**src/hw/rtl/vdist_pkg.sv**
```systemverilog
`timescale 1ns / 1ps
package vdist_pkg;

  localparam int ACCW = 50;
  localparam int NRMW = 48;
  localparam int OUTW = 48;
  localparam int QW   = 17;

  localparam logic signed [ACCW-1:0] ACC_SMAX = 50'sh0_7FFF_FFFF_FFFF;
  localparam logic signed [ACCW-1:0] ACC_SMIN = -50'sh0_8000_0000_0000;
  localparam logic signed [ACCW-1:0] ACC_UMAX = 50'sh0_FFFF_FFFF_FFFF;
  localparam logic [NRMW-1:0]        NRM_MAX  = '1;
  localparam logic [QW-1:0]          ONE_Q16  = 17'd65536;

  typedef struct packed {
    logic signed [15:0] x_elem;
    logic signed [15:0] y_elem;
    logic               last;
  } in_word_t;

  typedef struct packed {
    logic [OUTW-1:0] distance;
    logic            zero_norm;
  } out_word_t;

  typedef enum logic [2:0] {
    ST_IDLE, ST_CHECK, ST_MUL_P, ST_MUL_R, ST_SEARCH, ST_SQ, ST_MUL_U, ST_EMIT
  } state_t;

  typedef enum logic [1:0] {
    MSEL_P, MSEL_R, MSEL_U
  } mul_sel_t;

  typedef enum logic [1:0] {
    EMIT_NONE, EMIT_L2, EMIT_ZERO, EMIT_COS
  } emit_t;

  typedef struct packed {
    logic     acc_en;
    logic     mul_start;
    mul_sel_t mul_sel;
    logic     cap_p;
    logic     cap_r;
    logic     srch_init;
    logic     sq_load;
    logic     update;
    emit_t    emit;
  } cmd_t;

  typedef struct packed {
    logic mode;
    logic zero_norm;
    logic lo_lt_hi;
    logic mul_done;
    logic out_hold;
  } status_t;

endpackage

```
**src/hw/rtl/vdist_ctrl.sv**
```systemverilog
`timescale 1ns / 1ps
module vdist_ctrl (
  input  logic              clk,
  input  logic              rst,
  input  logic              in_valid,
  input  logic              in_last,
  output logic              in_stall,
  input  vdist_pkg::status_t sts,
  output vdist_pkg::cmd_t    cmd
);
  import vdist_pkg::*;

  state_t state, state_next;

  always_ff @(posedge clk) begin
    if (rst) state <= ST_IDLE;
    else     state <= state_next;
  end

  always_comb begin
    state_next = state;
    cmd        = '0;
    cmd.mul_sel = MSEL_P;
    cmd.emit    = EMIT_NONE;
    in_stall   = (state != ST_IDLE);
    case (state)
      ST_IDLE: begin
        cmd.acc_en = in_valid;
        if (in_valid && in_last) state_next = ST_CHECK;
      end
      ST_CHECK: begin
        if (!sts.out_hold) begin
          if (!sts.mode) begin
            cmd.emit   = EMIT_L2;
            state_next = ST_IDLE;
          end else if (sts.zero_norm) begin
            cmd.emit   = EMIT_ZERO;
            state_next = ST_IDLE;
          end else begin
            cmd.mul_start = 1'b1;
            cmd.mul_sel   = MSEL_P;
            state_next    = ST_MUL_P;
          end
        end
      end
      ST_MUL_P: begin
        if (sts.mul_done) begin
          cmd.cap_p     = 1'b1;
          cmd.mul_start = 1'b1;
          cmd.mul_sel   = MSEL_R;
          state_next    = ST_MUL_R;
        end
      end
      ST_MUL_R: begin
        if (sts.mul_done) begin
          cmd.cap_r     = 1'b1;
          cmd.srch_init = 1'b1;
          state_next    = ST_SEARCH;
        end
      end
      ST_SEARCH: begin
        if (sts.lo_lt_hi) begin
          cmd.sq_load = 1'b1;
          state_next  = ST_SQ;
        end else begin
          state_next  = ST_EMIT;
        end
      end
      ST_SQ: begin
        cmd.mul_start = 1'b1;
        cmd.mul_sel   = MSEL_U;
        state_next    = ST_MUL_U;
      end
      ST_MUL_U: begin
        if (sts.mul_done) begin
          cmd.update = 1'b1;
          state_next = ST_SEARCH;
        end
      end
      ST_EMIT: begin
        if (!sts.out_hold) begin
          cmd.emit   = EMIT_COS;
          state_next = ST_IDLE;
        end
      end
      default: state_next = ST_IDLE;
    endcase
  end

endmodule

```
**config.mk**
```make
export PLATFORM = sky130hd
export DESIGN_NAME = vdist_ctrl
export DESIGN_NICKNAME = d
export VERILOG_FILES = /design/src/hw/rtl/vdist_pkg.sv /design/src/hw/rtl/vdist_ctrl.sv
export SDC_FILE = /design/constraint.sdc
export NUM_CORES = 1
export LEC_CHECK = 0
export BUFFER_PORTS_ARGS = -buffer_cell sky130_fd_sc_hd__clkbuf_2
export CORE_AREA = 2 2 39 41
export DETAILED_ROUTE_END_ITERATION = 8
export DIE_AREA = 0 0 41 43
export PLACE_DENSITY_LB_ADDON = 0.25
export SYNTH_ARGS = -nofsm -noshare
export SYNTH_HDL_FRONTEND = slang
export SYNTH_SLANG_ARGS = --single-unit
```
**constraint.sdc**
```tcl
create_clock -name clk -period 1.9 [get_ports clk]
set_clock_uncertainty 0.05 [all_clocks]
set_input_delay 0.57 -clock clk [delete_from_list [all_inputs] [get_ports clk]]
set_output_delay 0.57 -clock clk [all_outputs]
set_load 0.01 [all_outputs]
```
== After elaboration in Yosys (flattened, before gate mapping) ==
Index checks and enable logic that the tools add are counted.
Word-level totals
  register bits: 3
  input port bits: 9
Operators by class
  equality and inequality tests: 12
  mux-type cells: 27
  reduce and logical (&&, ||, !) cells: 5
Operator list (count)
  $mux W3: 9
  $pmux W3 S7: 1
  $mux W2: 8
  $eq A3 B3 Y1 const B: 4
  $pmux W3 S3: 1
  $ne A2 B2 Y1 const B: 4
  $eq A3 B2 Y1 const B: 2
  $mux W1: 6
  $reduce_and A5 Y1: 1
  $mux W4: 1
  $pmux W2 S2: 1
  $eq A3 B1 Y1 const B: 1
  $logic_not A3 Y1: 1
  $reduce_bool A3 Y1: 1
  $ne A2 B1 Y1 const B: 1
  $reduce_or A2 Y1: 1
  $logic_and A1 B1 Y1: 1

== Depth between registers and ports, before layout ==
  depth in word-level cells: 4
  mapped depth: 6
  depth with buffers taken out: 5

== Worst setup path after synthesis ==
Ideal clock, no wire load.
  path kind: flip-flop to output port
  from: register state[0]
  to: output port cmd[5] (netlist bit)
  arrival: 1159 ps
  slack: 121 ps
  cell stages (with the launch flop): 6
  buffers on the path: 2
  path through: dfxtp_1 > clkbuf_1 > nand2_1 > or2_2 > inv_1 > buf_4
RTL lines
  from (decl): line vdist_ctrl.sv:13  | state_t state, state_next;
  from (signal assigned): line vdist_ctrl.sv:17  | else state <= state_next;
  to (decl): line vdist_ctrl.sv:9  | output vdist_pkg::cmd_t cmd

==> out/metrics.cfg <==
[run_status]
status=finished clean

[worst_setup_path]
slowest_stage=or3_1
arrival_ns=1.25
path_cells=clkbuf_2 > or3_1 > a21oi_2 > buf_2
cp_slowest_stage_delay_ns=0.32
worstSetupStartpointType=primary input
endpoint_kind=output pin
crit_fanout=3
critPathKind=primary input to output pin
required_ns=1.28

[min_path]
hold_class=primary input to flop

[detailed_routing]
vias_per_cell=4.85
drc=0
vias=466
first_pass_iters=4
avgRoutedWirePerCell_microns=10.0
ant_nets=0
drt_iter0_drc=6
wl_microns=963

[pwr]
p_int_mw=0.199
power_mw=0.288
p_switching_mw=0.0888
p_seq_frac=0.264
swShare=0.309
power_density_mw_per_mm2=536
peakVddDrop_uv=512
p_leak_nw=0.260
pwr-share-clk=0.376
p_comb_frac=0.359

[timing]
fin_setup_tns_ns=0
hold_viol_final=0
max_slew_margin=0.724
min_period_over_period=0.982
fmax_mhz=536
fin_ws_ns=0.0334
slew_viol_final=0
tightest_slew_ns=0.404
fin_crit_ns=1.87
rsz0062_at_grt=true
final-setup-viol-count=0

[yosys]
synthArstFlopShare=0
synth_ff_type=dfxtp_1
syn_nets=64
synthCells=55
ys_types=22
syn_avg_cell_area_sq_um=6.35
synth_enable_flop_cells=0
synth_top_area_frac=0.172
yosysSeqAreaShare=0.172
synth-seq-cells=3
yosysWarnings=0
ys_top_cells_by_area=dfxtp_1 17%, o21ai_0 8.6%, nor2_1 7.5%
synth_area_leader_cell=dfxtp_1
synth_commonest_cells=7 x nor2_1, 6 x o21ai_0, 5 x a21oi_1, 5 x nand2_1, 4 x nor2b_1
yosysMostFrequentCell=nor2_1
synth_area_sq_um=349

[cells_and_area]
largest_reg_flops=3
nets=90
area_growth_pct=53.8
top_register=state
largestRegisters=state: 3 flops
finalCoreUtilization=0.388
fin_cells=96
antenna_cells=0
layout-drive-gt1-share=0.463

[die]
fp.dieH_microns=43
coreArea_sq_mm=0.00138
floorplan.initialDensity=0.252
io_pins=21
die_area_sq_mm=0.00176
row_count=14
die_x_microns=41

[clocking]
ctsHtreeMaxLevel=1
cts_max_path_buffers=2
numCtsBuffers=3
clockRootBuffer=clkbuf_4
cts.clk_slew.worst_paths_ns=0.03
clock-sinks=3
insertion_delay_ns=0.23
tritoncts=done

[placement]
io_buffers=20
gp_congestion=0.772
dpl.hpwl_microns=703
post-place-ws_ns=0.0187
dp_cells=89

[global_route]
grt_max_degree=12
grt_use_met3=0.0471
grt.overflow.total=0
grt_pass1_vias=378
track_usage=0.117
grt_first_pass_wirelength_microns=1450
use_met2=0.175
antenna_found_initial=0
met1_usage=0.157
busiest_layer=met2

[flow_run]
drv_cap=0

power groups by stage:
stage               clock [mW]  combinational [mW]  sequential, mW
floorplan                    0              0.0647          0.0728
global placement             0              0.0948          0.0780
detailed placement           0              0.0944          0.0779
CTS                      0.116              0.0960          0.0757
global route             0.123               0.116          0.0767
finish                   0.108               0.103          0.0761
timing repair:
action / in CTS / in global routing
setup buffers: 3 / 0
endpoints found under the setup margin: 4 / 7
pin swaps: 0 / 2
hold buffers: 0 / 0
resized for setup: 3 / 13
per-layer routing:
layer | wire, microns | share of wire | up-vias
li1 | - | - | 238
met5 | 0 | 0 | -
met4 | 0 | 0 | 0
met1 | 447 | 0.46 | 216
met2 | 458 | 0.48 | 12
met3 | 57 | 0.059 | 0
placed cells by master (no fill, tap or decap):
cell,instances
or2_2,1
buf_4,5
nor2_1,7
a21oi_2,1
a2111oi_0,1
nand2b_1,3
nor2b_4,1
a31oi_1,1
nand3_1,1
or3b_1,1
nor3b_2,1
dfxtp_4,2
o21ai_1,3
buf_2,4
clkbuf_4,3
nand2_1,5
inv_1,3
or3_1,1
nor2b_1,3
o21ai_0,4
a2bb2oi_1,1
dfxtp_2,1
and3_1,2
or3_4,2
clkbuf_2,16
a21oi_1,4
nor3b_1,2
clkbuf_1,1
cell type report:
cell class / count / area [sq um]
clock buffers: 4 / 26.3
fillers: 165 / 847
inverters: 3 / 11.3
multi-input cells: 45 / 273
flip-flops and latches: 3 / 68.8
well taps: 16 / 20.0
repair buffers: 25 / 138
cell families after synthesis:
| kind of cell | synth area share |
|---|---|
| AND/OR/NAND/NOR | 0.480 |
| AO/OA/AOI/OAI | 0.240 |
| buffers and inverters | 0.108 |
| flip-flops | 0.172 |
final timing paths:
path	start	end	slack (ns)	depth (start not counted)
max	sts[4]	cmd[0]	0.03	4
min	rst	state[2]$_SDFFE_PP0P_	0.48	2
max reg2reg	state[1]$_SDFFE_PP0P_	state[0]$_SDFFE_PP0P_	0.37	4
min reg2reg	state[1]$_SDFFE_PP0P_	state[1]$_SDFFE_PP0P_	0.51	2
critical path, delay by kind of cell:
kind	cells	cell delay [ns]
AND/OR/NAND/NOR	1	0.32
AO/OA/AOI/OAI	1	0.12
buffers and inverters	2	0.23
through the flow:
stage / hold WS (ns) / area [sq um]
final: 0.478 / 537
after CTS: 0.467 / 512
after floorplan: 0.534 / 349
after detailed placement: 0.576 / 458
after global routing: 0.467 / 537
after global placement: 0.578 / 458
Power figures use the tool's default switching activity.
